`src/rtl/chd_pkg.sv`:
```
// Shared types and constants of the canonical Huffman decoder.
package chd_pkg;
    localparam int MaxCodeLenDef  = 16;
    localparam int SymbolDepthDef = 256;

    localparam logic [1:0] REQ_COUNT  = 2'd0;
    localparam logic [1:0] REQ_SYMBOL = 2'd1;
    localparam logic [1:0] REQ_BUILD  = 2'd2;
    localparam logic [1:0] REQ_DATA   = 2'd3;

    localparam logic [2:0] ST_SYMBOL   = 3'd0;
    localparam logic [2:0] ST_INVALID  = 3'd1;
    localparam logic [2:0] ST_TABLE_OK = 3'd2;
    localparam logic [2:0] ST_TOO_MANY = 3'd3;
    localparam logic [2:0] ST_OVERFULL = 3'd4;

    typedef struct packed {
        logic [2:0] status;
        logic [7:0] symbol;
        logic [4:0] code_length;
        logic       last;
    } chd_result_t;
endpackage

```
`src/rtl/chd_ram.sv`:
```
// Generic single-port-write, single-read RAM with registered read data.
module chd_ram #(
    parameter int WIDTH = 8,
    parameter int DEPTH = 256
) (
    input  logic                     aclk,
    input  logic                     wr_en,
    input  logic [$clog2(DEPTH)-1:0] wr_addr,
    input  logic [WIDTH-1:0]         wr_data,
    input  logic [$clog2(DEPTH)-1:0] rd_addr,
    output logic [WIDTH-1:0]         rd_data
);
    logic [WIDTH-1:0] mem [DEPTH];

    always_ff @(posedge aclk) begin
        if (wr_en) begin
            mem[wr_addr] <= wr_data;
        end
        rd_data <= mem[rd_addr];
    end
endmodule

```
`src/rtl/canonical_huffman_decoder_unit.sv`:
```
// Top level of the canonical Huffman decoder: sequencer, shared adder/compare, stores.
//
// Usage: items arrive on the s_ channel (valid/ready); s_req_type selects load count,
// load symbol, build table or data byte. Results leave on the m_ channel, one beat
// per result, m_last marking the final beat caused by an item.
// A build walks the code lengths up to three times with one shared adder/compare
// before its single result beat is offered (error builds stop earlier).
// A data byte is shifted in bit by bit, with a symbol-RAM read for each decoded
// or invalid code, and waits for each result beat to be handed off. A result is
// held back until the next code or the end of the byte shows whether it is the
// last one. Bytes that arrive before a valid table are dropped.
// s_ready is high only in the idle state; one item is worked at a time.
// When the receiver stalls, the sequencer holds with the result in the output
// register until the beat is taken; no bits are lost.
// Reset (aresetn low, synchronous) clears counts, the decode stores (max code
// minus one, offsets zero), table valid and the pending code. The symbol store
// is not cleared; entries must be written before they are decoded.
module canonical_huffman_decoder_unit
    import chd_pkg::*;
#(
    parameter int MAX_CODE_LEN = MaxCodeLenDef,
    parameter int SYMBOL_DEPTH = SymbolDepthDef
) (
    input  logic       aclk,
    input  logic       aresetn,
    input  logic       s_valid,
    output logic       s_ready,
    input  logic [1:0] s_req_type,
    input  logic [4:0] s_length_index,
    input  logic [7:0] s_count_value,
    input  logic [7:0] s_symbol_position,
    input  logic [7:0] s_symbol_value,
    input  logic [7:0] s_data_byte,
    output logic       m_valid,
    input  logic       m_ready,
    output logic [2:0] m_status,
    output logic [7:0] m_symbol,
    output logic [4:0] m_code_length,
    output logic       m_last
);
    localparam int LW = $clog2(MAX_CODE_LEN);   // length index width
    localparam int AW = $clog2(SYMBOL_DEPTH);

    typedef enum logic [3:0] {
        S_IDLE, S_SUM, S_CHK, S_FILL, S_BRES, S_BIT, S_RD, S_SYM, S_OUT
    } state_t;

    state_t state_reg;
    logic [7:0]  cnt_reg [MAX_CODE_LEN];
    logic [16:0] maxc_reg [MAX_CODE_LEN];
    logic [17:0] voff_reg [MAX_CODE_LEN];
    logic        valid_tab_reg;
    logic [16:0] pcode_reg;
    logic [4:0]  plen_reg;
    logic [LW-1:0] li_reg;
    logic [17:0] acc_reg;       // running total or code
    logic [8:0]  pos_reg;
    logic [7:0]  byte_reg;
    logic [3:0]  bits_reg;      // bits left in byte
    logic [17:0] idx_reg;
    logic [2:0]  hit_st_reg;    // status of the code just found
    logic [4:0]  hit_len_reg;
    chd_result_t held_reg;      // result waiting to learn whether it is the last
    logic        hold_reg;
    chd_result_t res_reg;
    logic        mv_reg;

    // shared adder operands
    logic [17:0] add_a, add_b, add_s;
    logic [7:0]  cur_cnt;
    logic [16:0] ncode;
    logic [4:0]  nlen;
    logic [LW-1:0] nli;
    logic        is_last_len;
    logic [AW-1:0] ram_wa;
    logic [7:0]  ram_q;
    logic        ram_we;
    logic [7:0]  hit_sym;
    chd_result_t hit_res;

    assign cur_cnt     = cnt_reg[li_reg];
    assign is_last_len = (li_reg == LW'(MAX_CODE_LEN - 1));
    assign ncode       = {pcode_reg[15:0], byte_reg[7]};
    assign nlen        = plen_reg + 5'd1;
    assign nli         = plen_reg[LW-1:0];

    always_comb begin
        add_a = acc_reg;
        add_b = {10'd0, cur_cnt};
        if (state_reg == S_BIT) begin
            add_a = {1'b0, ncode};
            add_b = voff_reg[nli];
        end
        add_s = add_a + add_b;
    end

    assign ram_we = s_valid && s_ready && (s_req_type == REQ_SYMBOL)
                    && (9'(s_symbol_position) < 9'(SYMBOL_DEPTH));
    assign ram_wa = s_symbol_position[AW-1:0];

    chd_ram #(.WIDTH(8), .DEPTH(SYMBOL_DEPTH)) u_sym (
        .aclk   (aclk),
        .wr_en  (ram_we),
        .wr_addr(ram_wa),
        .wr_data(s_symbol_value),
        .rd_addr(idx_reg[AW-1:0]),
        .rd_data(ram_q)
    );

    // invalid codes and out-of-range indexes give symbol zero
    assign hit_sym = (hit_st_reg == ST_SYMBOL && idx_reg < 18'(SYMBOL_DEPTH)) ? ram_q : 8'd0;
    assign hit_res = {hit_st_reg, hit_sym, hit_len_reg, 1'b0};

    assign s_ready       = (state_reg == S_IDLE);
    assign m_valid       = mv_reg;
    assign m_status      = res_reg.status;
    assign m_symbol      = res_reg.symbol;
    assign m_code_length = res_reg.code_length;
    assign m_last        = res_reg.last;

    always_ff @(posedge aclk) begin
        if (!aresetn) begin
            state_reg     <= S_IDLE;
            valid_tab_reg <= 1'b0;
            pcode_reg     <= '0;
            plen_reg      <= '0;
            mv_reg        <= 1'b0;
            hold_reg      <= 1'b0;
            for (int i = 0; i < MAX_CODE_LEN; i++) begin
                cnt_reg[i]  <= '0;
                maxc_reg[i] <= '1;
                voff_reg[i] <= '0;
            end
        end else begin
            case (state_reg)
                S_IDLE: begin
                    if (s_valid) begin
                        case (s_req_type)
                            REQ_COUNT: begin
                                if (s_length_index >= 5'd1
                                    && 6'(s_length_index) <= 6'(MAX_CODE_LEN)) begin
                                    cnt_reg[LW'(s_length_index - 5'd1)] <= s_count_value;
                                end
                            end
                            REQ_BUILD: begin
                                pcode_reg <= '0;
                                plen_reg  <= '0;
                                li_reg    <= '0;
                                acc_reg   <= '0;
                                state_reg <= S_SUM;
                            end
                            REQ_DATA: begin
                                if (valid_tab_reg) begin
                                    byte_reg  <= s_data_byte;
                                    bits_reg  <= 4'd8;
                                    state_reg <= S_BIT;
                                end
                            end
                            default: ;
                        endcase
                    end
                end
                S_SUM: begin
                    acc_reg <= add_s;
                    li_reg  <= li_reg + LW'(1);
                    if (is_last_len) begin
                        li_reg <= '0;
                        if (add_s > 18'(SYMBOL_DEPTH)) begin
                            res_reg       <= '{ST_TOO_MANY, 8'd0, 5'd0, 1'b1};
                            valid_tab_reg <= 1'b0;
                            state_reg     <= S_BRES;
                        end else begin
                            acc_reg   <= '0;
                            state_reg <= S_CHK;
                        end
                    end
                end
                S_CHK: begin
                    // code + count must stay below 2^len
                    if ((add_s >> (5'(li_reg) + 5'd1)) != 18'd0) begin
                        res_reg       <= '{ST_OVERFULL, 8'd0, 5'd0, 1'b1};
                        valid_tab_reg <= 1'b0;
                        state_reg     <= S_BRES;
                    end else if (is_last_len) begin
                        li_reg    <= '0;
                        acc_reg   <= '0;
                        pos_reg   <= '0;
                        state_reg <= S_FILL;
                    end else begin
                        acc_reg <= {add_s[16:0], 1'b0};
                        li_reg  <= li_reg + LW'(1);
                    end
                end
                S_FILL: begin
                    if (cur_cnt != 8'd0) begin
                        voff_reg[li_reg] <= 18'({9'd0, pos_reg}) - acc_reg;
                        maxc_reg[li_reg] <= add_s[16:0] - 17'd1;
                        pos_reg          <= pos_reg + 9'(cur_cnt);
                    end else begin
                        voff_reg[li_reg] <= '0;
                        maxc_reg[li_reg] <= '1;
                    end
                    acc_reg <= {add_s[16:0], 1'b0};
                    li_reg  <= li_reg + LW'(1);
                    if (is_last_len) begin
                        res_reg       <= '{ST_TABLE_OK, 8'd0, 5'd0, 1'b1};
                        valid_tab_reg <= 1'b1;
                        state_reg     <= S_BRES;
                    end
                end
                S_BRES: begin
                    if (!mv_reg) begin
                        mv_reg <= 1'b1;
                    end else if (m_ready) begin
                        mv_reg    <= 1'b0;
                        state_reg <= S_IDLE;
                    end
                end
                S_BIT: begin
                    byte_reg <= {byte_reg[6:0], 1'b0};
                    bits_reg <= bits_reg - 4'd1;
                    if (6'(nlen) > 6'(MAX_CODE_LEN)) begin
                        hit_st_reg  <= ST_INVALID;
                        hit_len_reg <= nlen;
                        pcode_reg   <= '0;
                        plen_reg    <= '0;
                        state_reg   <= S_RD;
                    end else if (maxc_reg[nli] != '1 && ncode <= maxc_reg[nli]) begin
                        idx_reg     <= add_s;
                        hit_st_reg  <= ST_SYMBOL;
                        hit_len_reg <= nlen;
                        pcode_reg   <= '0;
                        plen_reg    <= '0;
                        state_reg   <= S_RD;
                    end else begin
                        pcode_reg <= ncode;
                        plen_reg  <= nlen;
                        if (bits_reg == 4'd1) begin
                            // byte done: the held result is the last one
                            if (hold_reg) begin
                                res_reg   <= '{held_reg.status, held_reg.symbol,
                                               held_reg.code_length, 1'b1};
                                hold_reg  <= 1'b0;
                                mv_reg    <= 1'b1;
                                state_reg <= S_OUT;
                            end else begin
                                state_reg <= S_IDLE;
                            end
                        end
                    end
                end
                S_RD: state_reg <= S_SYM;
                S_SYM: begin
                    if (hold_reg) begin
                        // a newer result exists, so the held one is not the last
                        res_reg   <= held_reg;
                        held_reg  <= hit_res;
                        mv_reg    <= 1'b1;
                        state_reg <= S_OUT;
                    end else if (bits_reg == 4'd0) begin
                        res_reg   <= '{hit_res.status, hit_res.symbol,
                                       hit_res.code_length, 1'b1};
                        mv_reg    <= 1'b1;
                        state_reg <= S_OUT;
                    end else begin
                        held_reg  <= hit_res;
                        hold_reg  <= 1'b1;
                        state_reg <= S_BIT;
                    end
                end
                S_OUT: begin
                    if (m_ready) begin
                        if (bits_reg != 4'd0) begin
                            mv_reg    <= 1'b0;
                            state_reg <= S_BIT;
                        end else if (hold_reg) begin
                            res_reg  <= '{held_reg.status, held_reg.symbol,
                                          held_reg.code_length, 1'b1};
                            hold_reg <= 1'b0;
                        end else begin
                            mv_reg    <= 1'b0;
                            state_reg <= S_IDLE;
                        end
                    end
                end
                default: state_reg <= S_IDLE;
            endcase
        end
    end
endmodule
```
`config.mk`:
```
export PLATFORM = sky130hd
export DESIGN_NAME = canonical_huffman_decoder_unit
export DESIGN_NICKNAME = d
export VERILOG_FILES = /design/src/rtl/chd_pkg.sv /design/src/rtl/chd_ram.sv /design/src/rtl/canonical_huffman_decoder_unit.sv
export SDC_FILE = /design/constraint.sdc
export NUM_CORES = 2
export LEC_CHECK = 0
export BUFFER_PORTS_ARGS = -buffer_cell sky130_fd_sc_hd__buf_4
export CORE_MARGIN = 2
export CORE_UTILIZATION = 55
export DETAILED_ROUTE_END_ITERATION = 7
export GPL_TIMING_DRIVEN = 1
export PLACE_DENSITY = 0.79
export RECOVER_POWER = 100
export SYNTH_ARGS = -nofsm -noshare
export SYNTH_HDL_FRONTEND = slang
export SYNTH_SLANG_ARGS = --single-unit
```
`constraint.sdc`:
```
create_clock -name aclk -period 16 [get_ports aclk]
set_clock_uncertainty 0.2 [all_clocks]
set_input_delay 2.4 -clock aclk [delete_from_list [all_inputs] [get_ports aclk]]
set_output_delay 2.4 -clock aclk [all_outputs]
set_load 0.02 [all_outputs]
```
== After elaboration in Yosys (flattened, before gate mapping) ==
Memory sizes are Yosys's and may differ from the RTL's. A register that Yosys moved wholly into a read port is not among the register bits.
Index checks and enable logic that the tools add are counted.
Cells by class
  reduce and logical (&&, ||, !) cells: 35
  add/sub/neg operators: 9
  shifts and indexed selects: 1
  equal/unequal tests: 40
  bitwise logic cells: 3
  magnitude comparators: 6
  multipliers: 0
  muxes and demuxes: 133
  divide/modulo/power cells: 0
Operators with widths (number)
  17-bit two-way mux: 14
  18-bit two-way mux: 10
  4-bit two-way mux: 32
  17-bit one-hot mux with 6 select lines: 1
  18-bit one-hot mux with 4 select lines: 1
  16-bit two-way mux: 4
  1-bit two-way mux: 43
  8-bit two-way mux: 5
  4-bit one-hot mux with 9 select lines: 1
  2-bit inequality test, second input constant: 16
  16-bit one-hot mux with 2 select lines: 1
  15-bit two-way mux: 2
  5-bit two-way mux: 6
  9-bit two-way mux: 3
  5-bit AND reduction: 4
  18-bit adder: 1
  18-bit by 9-bit > comparator with 1-bit output, second input constant: 1
  18-bit by 9-bit less-than comparator with 1-bit output, second input constant: 1
  9-bit one-hot mux with 2 select lines: 1
  18-bit nonzero test: 1
  18-bit OR reduction: 1
  18-bit by 5-bit >> shifter with 18-bit output: 1
  9-bit by 18-bit subtractor with 18-bit output: 1
  17-bit <= comparator: 1
  46 further kinds: 75
Word-level totals
  memories kept: 4
  bits in registers: 126
  output and inout bits: 19
  latch bits: 0
  memory bits (writable): 2736
  bits of input ports: 43
  bits in read-only memories: 0
  word-level logic and storage cells: 252
Memory list
  u_sym.mem: words 256, width 8, read ports 1, clocked after Yosys merged registers in 1, write ports 1, line chd_ram.sv:13  | logic [WIDTH-1:0] mem [DEPTH];
  voff_reg: words 16, width 18, read ports 1, clocked after Yosys merged registers in 1, write ports 16, line canonical_huffman_decoder_unit.sv:51  | logic [17:0] voff_reg [MAX_CODE_LEN];
  maxc_reg: words 16, width 17, read ports 1, clocked after Yosys merged registers in 1, write ports 16, line canonical_huffman_decoder_unit.sv:50  | logic [16:0] maxc_reg [MAX_CODE_LEN];
  cnt_reg: words 16, width 8, read ports 1, clocked after Yosys merged registers in 1, write ports 16, line canonical_huffman_decoder_unit.sv:49  | logic [7:0] cnt_reg [MAX_CODE_LEN];

== Logic depth before layout (Yosys ltp) ==
  depth after elaboration: 10
  mapped depth: 25
  gate-level depth less buffers: 17

== By module ==
Synthesis repeated with hierarchy kept, for this count alone.
Unflattened totals
  cells, all modules: 6607
  area, all modules: 118198.4 um^2
By module, submodules not included
  chd_ram: area each 79556.3 um^2, instances 1, seq. area each 61659.1 um^2, cells an instance 3733
  canonical_huffman_decoder_unit: area each 38642.1 um^2, instances 1, seq. area each 24323.3 um^2, cells an instance 2874

== Least setup slack after synthesis ==
No wires, ideal clock.
  path kind: register -> register
  start: register with a tool-made name
  end: register res_reg (netlist bit m_code_length[0]), enable pin
  setup slack: 8.582 ns
  library setup time: 0.412 ns
  required time: 15.388 ns
  buffers on the path: 7
  data arrival time: 6.805 ns
  cell stages (with the launch flop): 24
  period minus slack after synthesis: 7.418 ns
  path through: dfxtp_1 > buf_2 > buf_6 > buf_4 > buf_4 > buf_1 > buf_2 > mux4_2 > mux4_2 > nand2_1 > nand2_1 > ha_1 > fa_1 > a211oi_2 > nor2_2 > o211a_1 > nor3_2 > nor2_1 > nand3_1 > o2111ai_2 > and4_1 > buf_4 > and2_1 > nor3_1
RTL lines
  to (signal assigned): line canonical_huffman_decoder_unit.sv:169  | res_reg <= '{ST_TOO_MANY, 8'd0, 5'd0, 1'b1};
  to (signal assigned): line canonical_huffman_decoder_unit.sv:181  | res_reg <= '{ST_OVERFULL, 8'd0, 5'd0, 1'b1};
  to (signal assigned): line canonical_huffman_decoder_unit.sv:206  | res_reg <= '{ST_TABLE_OK, 8'd0, 5'd0, 1'b1};
  to (decl): line canonical_huffman_decoder_unit.sv:65  | chd_result_t res_reg;

==> results_tabular.tex <==
\begin{tabular}{lr}
\hline
Metric & Value \\
\hline
\multicolumn{2}{l}{\textbf{Cells and area}} \\
\quad Fin cells & 9257 \\
\quad Area grow syn2layout & 10.61\% \\
\quad Max reg flops & 2048 \\
\quad Post-layout nets & 6321 \\
\quad Total non-filler cell area in the finished layout & 130200 um2 \\
\quad Fraction of layout cells with a size suffix above 1 & 22.26\% \\
\multicolumn{2}{l}{\textbf{Clocking}} \\
\quad Quantity of hold-fixing buffers added after cts & 0 \\
\quad Number of gates resized after CTS & 0 \\
\quad Clock tree from TritonCTS & done \\
\quad Inserted Clock Buffers & 300 \\
\quad \# clock sinks & 2878 \\
\quad Clock-pin slew on the worst setup and hold paths & $\sim$0.070 ns \\
\quad Number of buffers between clock root and the deepest sink & 4 \\
\quad Later-pin clock latency in the skew report & 0.95 ns \\
\quad Number of buffers inserted by post-CTS setup repair & 0 \\
\quad Root buffer selected by CTS & sky130\_fd\_sc\_hd\_\_clkbuf\_16 \\
\quad H-Tree Level Count & 5 \\
\multicolumn{2}{l}{\textbf{Route}} \\
\quad Antenna viol nets, final & 0 \\
\quad Number of vias per cell after detailed routing & 6.877 \\
\quad Wirelength, routed & about 320000 um \\
\quad First DRT Iteration DRCs & 9933 \\
\quad Vias post-DR & $\sim$64000 \\
\quad WL/cell & 34.24 um \\
\quad First-pass iteration count of the detailed router & 6 \\
\quad DRC violations left & 0 \\
\multicolumn{2}{l}{\textbf{Synthesis}} \\
\quad Cell taking the most area after synthesis & sky130\_fd\_sc\_hd\_\_edfxtp\_1 \\
\quad Post-synthesis area per instance & 19.28 um2 \\
\quad Count of flip-flops with a built-in enable after synthesis & 2834 \\
\quad Predominant post-synthesis flop cell & sky130\_fd\_sc\_hd\_\_edfxtp\_1 \\
\quad Number of standard cells after synthesis & 6108 \\
\quad Total of warnings raised by yosys & 0 \\
\quad Synth Net Count & 6213 \\
\quad Post-synth top area share & 72.28\% \\
\quad Register area share after synthesis & 73.03\% \\
\quad Biggest area contributors in the synthesized netlist & sky130\_fd\_sc\_hd\_\_edfxtp\_1 (72\%), sky130\_fd\_sc\_hd\_\_mux4\_2 (17\%), sky130\_fd\_sc\_hd\_\_nor2\_1 (2.0\%) \\
\quad Most repeated cell in the gate-level netlist after synthesis & sky130\_fd\_sc\_hd\_\_edfxtp\_1 \\
\quad Unique masters post-synth & 97 \\
\quad Netlist Area Pre-Place & 117700 um2 \\
\quad Number of synthesized register bits & between 2000 and 3000 \\
\quad Fraction of synthesis flops using an asynchronous set or reset pin & 0\% \\
\quad Most frequent cells after synthesis & sky130\_fd\_sc\_hd\_\_edfxtp\_1 (2834), sky130\_fd\_sc\_hd\_\_mux4\_2 (883), sky130\_fd\_sc\_hd\_\_nor2\_1 (637), sky130\_fd\_sc\_hd\_\_nand2\_1 (483), sky130\_fd\_sc\_hd\_\_clkbuf\_1 (225) \\
\multicolumn{2}{l}{\textbf{STA}} \\
\quad Number of setup violations in the final report & 0 \\
\quad Final Critical Period & roughly 11 ns \\
\quad Setup TNS & 0 ns \\
\quad Max Transition Viols Final & 2672 \\
\quad Worst hold slack & 0.2541 ns \\
\quad Slew at the pin closest to its max-slew limit & about 6.4 ns \\
\quad Final hold viol count & 0 \\
\quad Final cycle utilization of the critical path & between 60\% and 70\% \\
\quad Maximum frequency from static timing analysis & 94.56 MHz \\
\quad Unrepaired setup endpoints after global routing & false \\
\quad Relative max-transition margin & -327.4\% \\
\multicolumn{2}{l}{\textbf{Global route}} \\
\quad Global Route Usage Sum & 29.29\% \\
\quad Vias in the first global route & 63911 \\
\quad First-pass GRT wire length & about 460000 um \\
\quad Largest net degree at the start of global routing & 144 \\
\quad Initial antenna violation count & 19 \\
\quad Overall overflow remaining after global route & 0 \\
\multicolumn{2}{l}{\textbf{Critical path}} \\
\quad Slowest cell on the critical path & sky130\_fd\_sc\_hd\_\_clkbuf\_1 \\
\quad Worst-path fanout max & between 80 and 90 \\
\quad RR Startpoint & idx\_reg[0]\$\_DFFE\_PP\_ \\
\quad End of the worst register-to-register path & u\_sym.rd\_data[3]\$\_DFF\_P\_ \\
\quad Crit path largest cell delay & 3.08 ns \\
\quad Startpoint Class & flop \\
\quad Top cell by count, worst path & sky130\_fd\_sc\_hd\_\_mux4\_2 \\
\quad Worst path bufs/invs & 4 \\
\quad Required time reported for the critical path endpoint & 16.62 ns \\
\quad Register-to-Register Setup Slack & 5.42 ns \\
\quad Top cell family by delay on the critical path & buffers and inverters \\
\quad Category of the worst setup path capture point & flop \\
\quad Classification of the worst setup path & flop to flop \\
\quad Data arrival time of the critical path & approximately 11 ns \\
\quad Cells traversed along the worst timing path & clkbuf\_1 > buf\_12 > buf\_4 > clkbuf\_1 > mux4\_2 > mux4\_2 > mux4\_2 > mux4\_2 \\
\quad Count of cells along the worst register-to-register path & 8 \\
\multicolumn{2}{l}{\textbf{Placed design}} \\
\quad Cell count after placement & 8734 \\
\quad RePlAce Congestion & 0.9546 \\
\quad Detailed placement HPWL & 169600 um \\
\quad Placed instance area & 121300 um2 \\
\quad Port Buffer Count & 61 \\
\multicolumn{2}{l}{\textbf{Worst hold path}} \\
\quad Worst min-delay path category & flop to flop \\
\quad Worst hold path depth & 0 \\
\quad Source of the worst hold timing path & hit\_len\_reg[3]\$\_DFFE\_PP\_ \\
\quad Worst-case hold path end point & held\_reg[4]\$\_DFFE\_PP\_ \\
\multicolumn{2}{l}{\textbf{Status}} \\
\quad Violations in the final reports & max-capacitance violations, max-slew violations \\
\quad Outcome & finished, violations left \\
\multicolumn{2}{l}{\textbf{Flow run}} \\
\quad Max-Cap Viols & 51 \\
\multicolumn{2}{l}{\textbf{Floorplanning}} \\
\quad Overall die height & roughly 470 um \\
\quad Boundary pin count & 62 \\
\quad Die outline width & between 400 and 500 um \\
\quad Initial core utilization & a little under three fifths \\
\quad Die area & 217800 um2 \\
\quad Number of placement rows & 169 \\
\quad Placeable Area & 212500 um2 \\
\multicolumn{2}{l}{\textbf{Pwr}} \\
\quad Pwr/cell area & 127.7 nW/um2 \\
\quad Static leakage & 0.04016 uW \\
\quad VDD IR-drop max & 106.5 uV \\
\hline
\end{tabular}
[through the flow]
stage | utilization, % | power [uW] | setup WS, ns
finish | 61.28 | 16640 | 5.424
global route | 61.27 | 17000 | 4.191
CTS | 61.56 | 16670 | 8.529
detailed placement | 57.08 | 9800 | 8.593
global placement | 57.08 | 9769 | 8.689
floorplan | - | 9376 | 8.583
[per-layer routing]
metal | global-route usage (%) | vias up | share of wire [%]
met1 | 39.42 | 32793 | 35
met5 | 0 | - | 0.041
met2 | 46.62 | 5206 | 48
met3 | 7.292 | 919 | 12
li1 | - | 24722 | -
met4 | 11.31 | 18 | 4.4
[layout by cell type, fill, tap and decap left out, types with 40 or more instances in the layout]
| cell | count |
|---|---|
| sky130_fd_sc_hd__and2_1 | 53 |
| sky130_fd_sc_hd__dfxtp_1 | 40 |
| sky130_fd_sc_hd__nand2_1 | 472 |
| sky130_fd_sc_hd__o21ai_0 | 62 |
| sky130_fd_sc_hd__buf_4 | 87 |
| sky130_fd_sc_hd__inv_1 | 64 |
| sky130_fd_sc_hd__and2_0 | 106 |
| sky130_fd_sc_hd__clkinv_2 | 41 |
| sky130_fd_sc_hd__a21oi_1 | 55 |
| sky130_fd_sc_hd__ha_1 | 59 |
| sky130_fd_sc_hd__mux4_2 | 883 |
| sky130_fd_sc_hd__clkinv_1 | 50 |
| sky130_fd_sc_hd__nor2_1 | 642 |
| sky130_fd_sc_hd__clkbuf_1 | 144 |
| sky130_fd_sc_hd__clkbuf_16 | 310 |
| sky130_fd_sc_hd__edfxtp_1 | 2834 |
[power breakdown]
| part | switching, uW | internal (uW) | leakage, uW |
|---|---|---|---|
| Combinational | 938 | 303 | 0.00969 |
| Sequential | 44.5 | 8370 | 0.0258 |
| Clock | 2950 | 4040 | 0.00463 |
| Total | 3930 | 12700 | 0.0402 |
[cell type report]
type                            instances  area [um2]
Antenna cell                            6       15.01
Clock buffer                          377        8079
Clock inverter                        139        1429
Fill cell                           13706       82290
Inverter                               70       262.8
Multi-Input combinational cell       2788       29810
Sequential cell                      2878       85990
Tap cell                             2821        3530
Timing Repair Buffer                  178        1109
[worst max path at each step]
| stage | start | endpoint | slack (ns) | cells after the start |
|---|---|---|---|---|
| detailed placement | flop | acc_reg[2]$_DFFE_PP_ | 8.59 | 18 |
| global route | idx_reg[0]$_DFFE_PP_ | u_sym.rd_data[6]$_DFF_P_ | 4.19 | 8 |
| finish | idx_reg[0]$_DFFE_PP_ | u_sym.rd_data[3]$_DFF_P_ | 5.42 | 8 |
| CTS | flop | li_reg[3]$_DFFE_PP_ | 8.53 | 17 |
| global placement | flop | acc_reg[0]$_DFFE_PP_ | 8.69 | 18 |
| floorplan | flop | m_code_length[0]$_DFFE_PP_ | 8.58 | 23 |
[cell families after synthesis]
family	share of synthesized area (%)
muxes	17.01
and+or+nand+nor	5.398
buffers and inverters	1.529
adders and majority gates	0.6780
AOI/OAI and AO/OA	1.916
DFF	73.03
xor gates and xnor gates	0.4368
[worst register-to-register path: cells and delay by family (launching register included)]
family,cells,cell delay (ns)
buffers and inverters,4,7.33
DFF,1,0.32
muxes,4,2.59
(Power assumes the default switching activity.)
